**config.mk**
```make
export PLATFORM = sky130hd
export DESIGN_NAME = mdns_name_query_responder_flat
export DESIGN_NICKNAME = d
export VERILOG_FILES = /design/src/design/mnqr_pkg.sv /design/src/design/mnqr_rx_if.sv /design/src/design/mnqr_tx_if.sv /design/src/design/mnqr_parse.sv /design/src/design/mnqr_emit.sv /design/src/design/mdns_name_query_responder.sv /design/src/flat_wrapper.sv
export SDC_FILE = /design/constraint.sdc
export NUM_CORES = 1
export LEC_CHECK = 0
export CAP_MARGIN = 25
export CORE_UTILIZATION = 45
export CTS_BUF_LIST = sky130_fd_sc_hd__clkbuf_16
export DETAILED_ROUTE_END_ITERATION = 12
export DONT_BUFFER_PORTS = 1
export GPL_TIMING_DRIVEN = 0
export SLEW_MARGIN = 5
export SYNTH_ARGS = -nofsm -noshare
export SYNTH_HDL_FRONTEND = slang
export SYNTH_HIERARCHICAL = 1
export SYNTH_SLANG_ARGS = --single-unit
```
**constraint.sdc**
```tcl
create_clock -name clk -period 7.75 [get_ports clk]
set_input_delay 1.9375 -clock clk [delete_from_list [all_inputs] [get_ports clk]]
set_output_delay 1.9375 -clock clk [all_outputs]
set_load 0.1 [all_outputs]
```
**src/design/mnqr_pkg.sv**
```systemverilog
// shared types, constants and the answer byte table for the mdns responder
package mnqr_pkg;

  localparam int unsigned POS_W      = 6;
  localparam int unsigned NAME_LEN   = 16;
  localparam int unsigned ANSWER_LEN = 42;

  // payload byte positions
  localparam logic [POS_W-1:0] POS_ID_HI    = 6'd0;
  localparam logic [POS_W-1:0] POS_ID_LO    = 6'd1;
  localparam logic [POS_W-1:0] POS_FLAGS    = 6'd2;
  localparam logic [POS_W-1:0] POS_NAME_LO  = 6'd12;
  localparam logic [POS_W-1:0] POS_NAME_HI  = 6'd27;
  localparam logic [POS_W-1:0] POS_QTYPE_HI = 6'd28;
  localparam logic [POS_W-1:0] POS_QTYPE_LO = 6'd29;
  localparam logic [POS_W-1:0] POS_STOP     = 6'd30;

  // answer byte positions
  localparam logic [POS_W-1:0] ANS_ID_HI    = 6'd0;
  localparam logic [POS_W-1:0] ANS_ID_LO    = 6'd1;
  localparam logic [POS_W-1:0] ANS_FLAGS_HI = 6'd2;
  localparam logic [POS_W-1:0] ANS_ANCNT_LO = 6'd7;
  localparam logic [POS_W-1:0] ANS_NAME_LO  = 6'd12;
  localparam logic [POS_W-1:0] ANS_NAME_HI  = 6'd27;
  localparam logic [POS_W-1:0] ANS_TYPE_LO  = 6'd29;
  localparam logic [POS_W-1:0] ANS_CLASS_HI = 6'd30;
  localparam logic [POS_W-1:0] ANS_CLASS_LO = 6'd31;
  localparam logic [POS_W-1:0] ANS_TTL_LO   = 6'd35;
  localparam logic [POS_W-1:0] ANS_RDLEN_LO = 6'd37;
  localparam logic [POS_W-1:0] ANS_IP_B3    = 6'd38;
  localparam logic [POS_W-1:0] ANS_IP_B2    = 6'd39;
  localparam logic [POS_W-1:0] ANS_IP_B1    = 6'd40;
  localparam logic [POS_W-1:0] ANS_IP_B0    = 6'd41;
  localparam logic [POS_W-1:0] ANS_LAST     = 6'(ANSWER_LEN - 1);

  localparam logic [7:0] FLAGS_HI  = 8'h84;
  localparam logic [7:0] ANCNT_LO  = 8'h01;
  localparam logic [7:0] QTYPE_HI  = 8'h00;
  localparam logic [7:0] TYPE_A    = 8'h01;
  localparam logic [7:0] CLASS_HI  = 8'h80;
  localparam logic [7:0] CLASS_LO  = 8'h01;
  localparam logic [7:0] TTL_LO    = 8'h78;
  localparam logic [7:0] RDLEN_LO  = 8'h04;

  // encoded host name, two labels and the root
  localparam logic [7:0] HOST_NAME [NAME_LEN] = '{
    8'h08, 8'h63, 8'h68, 8'h69, 8'h6d, 8'h61, 8'h65, 8'h72, 8'h61,
    8'h05, 8'h6c, 8'h6f, 8'h63, 8'h61, 8'h6c, 8'h00
  };

  // register address map
  localparam int unsigned ADDR_W = 2;
  localparam logic [ADDR_W-1:0] REG_IPV4 = 2'd0;

  typedef struct packed {
    logic        fire;
    logic [15:0] id;
  } trig_t;

  function automatic logic [7:0] answer_byte(input logic [POS_W-1:0] idx,
                                             input logic [15:0] id,
                                             input logic [31:0] ip);
    logic [3:0] noff;
    logic [7:0] b;
    noff = idx[3:0] - ANS_NAME_LO[3:0];
    b    = 8'h00;
    if (idx inside {[ANS_NAME_LO:ANS_NAME_HI]}) begin
      b = HOST_NAME[noff];
    end else begin
      case (idx)
        ANS_ID_HI:    b = id[15:8];
        ANS_ID_LO:    b = id[7:0];
        ANS_FLAGS_HI: b = FLAGS_HI;
        ANS_ANCNT_LO: b = ANCNT_LO;
        ANS_TYPE_LO:  b = TYPE_A;
        ANS_CLASS_HI: b = CLASS_HI;
        ANS_CLASS_LO: b = CLASS_LO;
        ANS_TTL_LO:   b = TTL_LO;
        ANS_RDLEN_LO: b = RDLEN_LO;
        ANS_IP_B3:    b = ip[31:24];
        ANS_IP_B2:    b = ip[23:16];
        ANS_IP_B1:    b = ip[15:8];
        ANS_IP_B0:    b = ip[7:0];
        default:      b = 8'h00;
      endcase
    end
    return b;
  endfunction

endpackage

```
**src/design/mnqr_rx_if.sv**
```systemverilog
// receive byte stream interface
interface mnqr_rx_if;
  logic       valid;
  logic       ready;
  logic [7:0] rx_byte;
  logic       rx_last;

  modport source (output valid, output rx_byte, output rx_last, input ready);
  modport sink   (input valid, input rx_byte, input rx_last, output ready);
endinterface

```
**src/design/mnqr_tx_if.sv**
```systemverilog
// answer byte stream interface
interface mnqr_tx_if;
  logic       valid;
  logic       ready;
  logic [7:0] tx_byte;
  logic       tx_last;

  modport source (output valid, output tx_byte, output tx_last, input ready);
  modport sink   (input valid, input tx_byte, input tx_last, output ready);
endinterface

```
**src/design/mnqr_parse.sv**
```systemverilog
// query parser: tracks byte position, id and match, raises the answer trigger
module mnqr_parse
  import mnqr_pkg::*;
(
  input  logic        clk,
  input  logic        rst_n,
  mnqr_rx_if.sink     rx,
  input  logic        emit_idle,
  output trig_t       trig
);

  logic [POS_W-1:0] pos_r, pos_nxt;
  logic [15:0]      tid_r, tid_nxt;
  logic             match_r, match_nxt;
  logic             fin_r, fin_nxt;
  trig_t            trig_r, trig_nxt;

  logic [POS_W-1:0] eff_pos;
  logic [15:0]      eff_tid;
  logic             eff_match;
  logic [3:0]       name_idx;
  logic             chk_match;
  logic             accept;

  // a finished payload restarts on the next byte
  assign eff_pos   = fin_r ? '0 : pos_r;
  assign eff_tid   = fin_r ? '0 : tid_r;
  assign eff_match = fin_r ? 1'b1 : match_r;
  assign name_idx  = eff_pos[3:0] - POS_NAME_LO[3:0];

  // the qtype low byte may start an answer, so it waits for a free emitter
  assign rx.ready = (eff_pos != POS_QTYPE_LO) || emit_idle;
  assign accept   = rx.valid && rx.ready;

  always_comb begin
    chk_match = eff_match;
    tid_nxt   = eff_tid;
    case (eff_pos)
      POS_ID_HI:    tid_nxt = {rx.rx_byte, eff_tid[7:0]};
      POS_ID_LO:    tid_nxt = {eff_tid[15:8], rx.rx_byte};
      POS_FLAGS:    if (rx.rx_byte[7]) chk_match = 1'b0;
      POS_QTYPE_HI: if (rx.rx_byte != QTYPE_HI) chk_match = 1'b0;
      POS_QTYPE_LO: if (rx.rx_byte != TYPE_A) chk_match = 1'b0;
      default: begin
        if ((eff_pos inside {[POS_NAME_LO:POS_NAME_HI]}) &&
            (rx.rx_byte != HOST_NAME[name_idx])) begin
          chk_match = 1'b0;
        end
      end
    endcase
  end

  always_comb begin
    pos_nxt   = pos_r;
    match_nxt = match_r;
    fin_nxt   = fin_r;
    trig_nxt  = '{fire: 1'b0, id: trig_r.id};
    if (accept) begin
      pos_nxt   = (eff_pos < POS_STOP) ? eff_pos + 6'd1 : eff_pos;
      match_nxt = chk_match;
      fin_nxt   = rx.rx_last;
      if ((eff_pos == POS_QTYPE_LO) && chk_match) begin
        trig_nxt = '{fire: 1'b1, id: tid_nxt};
      end
    end
  end

  always_ff @(posedge clk) begin
    trig_r.id <= trig_nxt.id;
    if (!rst_n) begin
      pos_r       <= '0;
      tid_r       <= '0;
      match_r     <= 1'b1;
      fin_r       <= 1'b0;
      trig_r.fire <= 1'b0;
    end else begin
      pos_r       <= pos_nxt;
      tid_r       <= accept ? tid_nxt : tid_r;
      match_r     <= match_nxt;
      fin_r       <= fin_nxt;
      trig_r.fire <= trig_nxt.fire;
    end
  end

  assign trig = trig_r;

endmodule

```
**src/design/mnqr_emit.sv**
```systemverilog
// answer generator: counts out the 42 answer bytes into an output register
module mnqr_emit
  import mnqr_pkg::*;
(
  input  logic        clk,
  input  logic        rst_n,
  input  trig_t       trig,
  input  logic [31:0] ipv4,
  output logic        emit_idle,
  mnqr_tx_if.source   tx
);

  logic             busy_r;
  logic [POS_W-1:0] cnt_r;
  logic [15:0]      id_r;
  logic             oval_r;
  logic [7:0]       obyte_r;
  logic             olast_r;
  logic             load;

  // free next cycle only if nothing is running and no trigger is in flight
  assign emit_idle = !busy_r && !trig.fire;
  assign load      = busy_r && (!oval_r || tx.ready);

  always_ff @(posedge clk) begin
    if (!rst_n) begin
      busy_r <= 1'b0;
      cnt_r  <= '0;
      oval_r <= 1'b0;
    end else begin
      if (trig.fire) begin
        busy_r <= 1'b1;
        cnt_r  <= '0;
      end else if (load) begin
        cnt_r <= cnt_r + 6'd1;
        if (cnt_r == ANS_LAST) busy_r <= 1'b0;
      end
      if (load) begin
        oval_r <= 1'b1;
      end else if (tx.ready) begin
        oval_r <= 1'b0;
      end
    end
  end

  always_ff @(posedge clk) begin
    if (trig.fire) id_r <= trig.id;
    if (load) begin
      obyte_r <= answer_byte(cnt_r, id_r, ipv4);
      olast_r <= (cnt_r == ANS_LAST);
    end
  end

  assign tx.valid   = oval_r;
  assign tx.tx_byte = obyte_r;
  assign tx.tx_last = olast_r;

  // a new answer only starts on an idle generator
  a_trig_idle: assert property (@(posedge clk) disable iff (!rst_n)
    trig.fire |-> !busy_r)
    else $error("answer trigger while busy");

  // the counter never runs past the last answer byte
  a_cnt_range: assert property (@(posedge clk) disable iff (!rst_n)
    busy_r |-> (cnt_r <= ANS_LAST))
    else $error("answer counter out of range");

  // the burst ends only after the final byte has been loaded
  a_end_last: assert property (@(posedge clk) disable iff (!rst_n)
    $fell(busy_r) |-> (oval_r && olast_r))
    else $error("answer ended without last byte");

endmodule

```
**src/design/mdns_name_query_responder.sv**
```systemverilog
// top level of the mdns a-record query responder
//
//  channel  | dir | transaction payload       | handshake
//  ---------+-----+---------------------------+--------------------------------
//  in_ch    | in  | rx_byte[7:0], rx_last     | valid & ready
//  out_ch   | out | tx_byte[7:0], tx_last     | valid & ready
//  cfg apb  | in  | paddr, pwdata / prdata    | psel & penable & pwrite & pready
//
// one received byte per cycle unless in_ch stalls; an accepted matching qtype byte sets the
// trigger register, the generator starts in the cycle after, and each answer byte is loaded
// into the output register before it is sent; 42 bytes, one per cycle while ready is high
// in_ch stalls only on the qtype low byte while a trigger is pending or the previous answer
// is still being loaded into the output register
// rst_n is synchronous, active low; it clears parser, generator and ipv4 reg
module mdns_name_query_responder
  import mnqr_pkg::*;
(
  input  logic              clk,
  input  logic              rst_n,
  mnqr_rx_if.sink           in_ch,
  mnqr_tx_if.source         out_ch,
  input  logic              psel,
  input  logic              penable,
  input  logic              pwrite,
  input  logic [ADDR_W-1:0] paddr,
  input  logic [31:0]       pwdata,
  output logic [31:0]       prdata,
  output logic              pready
);

  logic [31:0] ipv4_r;
  logic        reg_wr;
  trig_t       trig;
  logic        emit_idle;

  // apb register: own ipv4 address, always ready
  assign pready = 1'b1;
  assign reg_wr = psel && penable && pwrite && pready && (paddr == REG_IPV4);
  assign prdata = (paddr == REG_IPV4) ? ipv4_r : 32'h0;

  always_ff @(posedge clk) begin
    if (!rst_n) begin
      ipv4_r <= 32'h0;
    end else if (reg_wr) begin
      ipv4_r <= pwdata;
    end
  end

  // header, flags, name and qtype checks
  mnqr_parse u_parse (
    .clk       (clk),
    .rst_n     (rst_n),
    .rx        (in_ch),
    .emit_idle (emit_idle),
    .trig      (trig)
  );

  // answer burst generation
  mnqr_emit u_emit (
    .clk       (clk),
    .rst_n     (rst_n),
    .trig      (trig),
    .ipv4      (ipv4_r),
    .emit_idle (emit_idle),
    .tx        (out_ch)
  );

endmodule
```
**src/flat_wrapper.sv**
```systemverilog
// flat-port wrapper written by rule: the top's interface ports become plain ports
module mdns_name_query_responder_flat import mnqr_pkg::*;
  (clk, rst_n, psel, penable, pwrite, paddr, pwdata, prdata, pready, in_ch_valid, in_ch_rx_byte, in_ch_rx_last, in_ch_ready, out_ch_valid, out_ch_tx_byte, out_ch_tx_last, out_ch_ready);
  mnqr_rx_if in_ch_i ();
  mnqr_tx_if out_ch_i ();
  input  logic clk;
  input  logic rst_n;
  input  logic psel;
  input  logic penable;
  input  logic pwrite;
  input  logic [ADDR_W-1:0] paddr;
  input  logic [31:0] pwdata;
  output logic [31:0] prdata;
  output logic pready;
  input wire logic [$bits(in_ch_i.valid)-1:0] in_ch_valid;
  input wire logic [$bits(in_ch_i.rx_byte)-1:0] in_ch_rx_byte;
  input wire logic [$bits(in_ch_i.rx_last)-1:0] in_ch_rx_last;
  output wire logic [$bits(in_ch_i.ready)-1:0] in_ch_ready;
  output wire logic [$bits(out_ch_i.valid)-1:0] out_ch_valid;
  output wire logic [$bits(out_ch_i.tx_byte)-1:0] out_ch_tx_byte;
  output wire logic [$bits(out_ch_i.tx_last)-1:0] out_ch_tx_last;
  input wire logic [$bits(out_ch_i.ready)-1:0] out_ch_ready;
  assign in_ch_i.valid = in_ch_valid;
  assign in_ch_i.rx_byte = in_ch_rx_byte;
  assign in_ch_i.rx_last = in_ch_rx_last;
  assign in_ch_ready = in_ch_i.ready;
  assign out_ch_valid = out_ch_i.valid;
  assign out_ch_tx_byte = out_ch_i.tx_byte;
  assign out_ch_tx_last = out_ch_i.tx_last;
  assign out_ch_i.ready = out_ch_ready;
  mdns_name_query_responder u_core (.clk(clk), .rst_n(rst_n), .in_ch(in_ch_i), .out_ch(out_ch_i), .psel(psel), .penable(penable), .pwrite(pwrite), .paddr(paddr), .pwdata(pwdata), .prdata(prdata), .pready(pready));
endmodule
```
==> flow_metrics.py <==
metrics = {
    "run_status": {
        "status": "complete, no violations",
    },
    "synth": {
        "synth_edf_count": 41,
        "yosysSeqAreaShare_pct": 45.0,
        "ys_types": 67,
        "syn_nets": 636,
        "synth_warnings": 6,
        "synth_flop_cell": "dfxtp_1",
        "yosys_register_bits": 106,
        "synth-async-reset-ratio_pct": 0,
        "syn_inst": 570,
        "syn-cell-area_um2": 5630,
        "syn_area_per_cell_um2": 9.87,
    },
    "timing": {
        "worstMarginPinSlew_ns": 1.03,
        "rsz0062_at_grt": "no",
        "hold_violations": 0,
        "slew_violations": 0,
        "final.setup.worst_slack_ns": 2.38,
        "fin_crit_sh_pct": 69.2,
        "finalHoldWorstSlack_ns": 0.416,
        "fmax_mhz": 186,
        "slew_headroom_pct": 31.9,
        "finalCriticalPeriod_ns": 5.37,
        "setup_violations": 0,
        "tns_ns": 0,
        "fin_worst_skew_ns": 0.00923,
    },
    "placed_design": {
        "dp_worst_setup_slack_ns": 2.35,
        "dp_hpwl_um": 10000,
        "gp_congestion": 0.877,
        "port_buffers": 0,
    },
    "floorplanning": {
        "die_area_um2": 13000,
        "fp.dieH_um": 114,
        "coreArea_um2": 12100,
        "num_io_pins": 94,
        "start_util_pct": 46.5,
        "rows": 40,
        "die_w_um": 114,
    },
    "clock_network": {
        "htree_levels": 3,
        "cts_sinks": 106,
        "cts_hold_buf": 0,
        "ctsResizeCount": 0,
        "post-cts-setup-buffers": 0,
        "cts.path.max_buffers": 2,
        "numCtsBuffers": 9,
        "clk_pin_slew_ns": 0.07,
        "cts_root_buffer": "clkbuf_16",
        "worstSkewPairLatency_ns": 0.35,
        "cts_tree": "done",
    },
    "worst_setup_path": {
        "required_ns": 5.81,
        "crit_type": "input pin to output pin",
        "reg2reg_to": "u_core/u_parse/trig[16]",
        "rr_worst_depth": 11,
        "rrSetupSlack_ns": 4.47,
        "crit_buf_inv": 1,
        "crit_arrival_ns": 3.43,
        "slowest_delay_ns": 0.88,
        "crit_path_start": "paddr[1]",
        "critPathLaunchType": "input pin",
        "crit_family": "simple AND/OR/NAND/NOR gates",
        "regToRegStartpoint": "u_core/u_parse/fin_r",
        "cp_slowest_cell": "and2_1",
        "crit_path_end_kind": "output pin",
        "crit_chain": "nor2_2 -> clkbuf_1 -> and2_1",
        "worstPathMaxFanout": 10,
    },
    "pwr": {
        "comb_power_share_pct": 8.6,
        "switchingPower_uw": 278,
        "p_leak_nw": 2.10,
        "vdd_ir_drop_max_mv": 0.127,
        "p_per_area_nw_per_um2": 183,
        "switching_share_pct": 24.8,
        "clkPwrFrac_pct": 38.7,
        "p_total_mw": 1.12,
        "seq_power_share_pct": 52.7,
        "p_int_uw": 843,
    },
    "global_routing": {
        "first_global_vias": 4069,
        "antenna_found_initial": 0,
        "grt_pass1_wl_um": 21600,
        "grt_overflow": 0,
        "grt_usage_pct": 21.7,
        "grt_max_degree": 20,
    },
    "final_layout": {
        "antenna_cells": 0,
        "fin_util_pct": 50.5,
        "final_cell_mix": "nand2_1 (77), dfxtp_1 (65), mux2i_1 (46)",
        "fillers": 1135,
        "final_common_cell": "nand2_1",
        "drive_above_1_share_pct": 8.87,
        "nets": 647,
        "syn_to_final_growth_pct": 8.69,
    },
    "drt": {
        "routed_wl_um": 13400,
        "drtIter0Drc": 187,
        "wl_per_cell_um": 17.8,
        "vias_per_cell": 5.63,
        "firstDrtPassIters": 4,
        "drtAntennaViolNets": 0,
        "vias": 4245,
        "drcViolationCount": 0,
    },
    "run": {
        "cap_violations": 0,
    },
    "min_path": {
        "min_to": "u_core/u_emit/id_r[9]",
        "min_from": "u_core/u_parse/trig[9]",
        "hold_path_depth": 0,
        "min_path_type": "register to register",
    },
}
-- synthesized netlist by cell type (6+ instances only) --
library cell  number  share of area, %
a21oi_1           22               2.0
a22o_1            16               2.5
a22oi_1           31               4.1
and2_1            41               4.6
buf_2             12               1.1
clkbuf_1          17               1.1
dfxtp_1           65                23
edfxtp_1          41                22
ha_1              16               3.6
inv_1             14              0.93
mux2i_1           46               8.2
nand2_1           77               5.1
nand3_1            7              0.62
nor2_1            23               1.5
nor2b_1           21               2.3
nor3_1             6              0.53
o21ai_0            7              0.62
o22ai_1            6              0.67
xnor2_1            7               1.1
-- power groups by stage --
stage / sequential (mW) / combinational, mW / clock (mW)
finish: 0.591 / 0.0960 / 0.434
floorplan: 0.602 / 0.0773 / 0
CTS: 0.591 / 0.0960 / 0.448
detailed placement: 0.604 / 0.0957 / 0
global route: 0.592 / 0.106 / 0.469
global placement: 0.604 / 0.0934 / 0
-- final cells by class --
class | count | area (um2) | share of cell area (%)
sequential | 106 | 2530 | 41.4
buffer | 41 | 268 | 4.38
tap | 168 | 210 | 3.44
clock buffer | 9 | 225 | 3.68
multi-input combinational | 406 | 2760 | 45.2
inverter | 17 | 63.8 | 1.04
clock inverter | 7 | 53.8 | 0.880
-- layer usage --
metal  routed length, um  global-route usage (%)  share of wire [%]  vias to the layer above
met5                   0                       0                  0                        -
met2                6550                    36.6                 49                      135
li1                    -                       -                  -                     2066
met3                 681                    5.69                5.1                       19
met1                5860                    26.6                 44                     2025
met4                 325                    8.48                2.4                        0
-- registers in the layout, indices dropped and copies added, names as in the netlist --
signal,cells
u_core/u_parse/match_r,1
u_core/u_parse/tid_r,16
u_core/u_emit/tx.tx_last,1
u_core/u_emit/tx.tx_byte,8
u_core/u_emit/id_r,16
u_core/u_parse/trig,17
u_core/u_parse/pos_r,6
u_core/u_emit/tx.valid,1
u_core/u_emit/cnt_r,6
u_core/u_parse/fin_r,1
u_core/u_emit/busy_r,1
u_core/ipv4_r,32
-- worst reg2reg max path: cells and delay by family, from the launching register on --
family / cells / cell delay (ns)
AO/OA/AOI/OAI: 2 / 0.35
adder cells (fa/ha/maj): 1 / 0.28
buffers and inverters: 4 / 0.88
flip-flops: 1 / 0.30
AND/OR/NAND/NOR: 4 / 1.36
-- through the flow --
step	instance area [um2]	cells
6_report	6120	754
5_1_grt	6120	754
4_1_cts	6120	754
3_5_place_dp	5840	738
3_3_place_gp	5840	738
2_1_floorplan	5630	570
-- worst max-delay path by stage --
stage | slack, ns | depth (start not counted) | endpoint
after floorplan | 2.73 | 3 | prdata[0]
after global placement | 2.36 | 3 | prdata[14]
after detailed placement | 2.35 | 3 | prdata[13]
after CTS | 2.37 | 3 | prdata[13]
after global routing | 2.31 | 3 | prdata[13]
final | 2.38 | 3 | prdata[13]
-- cells by family (layout without fill, tap and decap cells) --
| group | count (synthesis) | count (layout) | synth area share, % |
|---|---|---|---|
| multiplexers | 48 | 48 | 8.78 |
| AND/OR/NAND/NOR | 210 | 210 | 19.2 |
| AO/OA/AOI/OAI | 122 | 122 | 16.1 |
| other | 1 | 1 | 0.0666 |
| flip-flops | 106 | 106 | 45.0 |
| adder cells (fa/ha/maj) | 16 | 16 | 3.56 |
| buffers and inverters | 58 | 74 | 5.89 |
| XOR/XNOR | 9 | 9 | 1.40 |
Note: power is estimated with default switching activity, not from simulation.
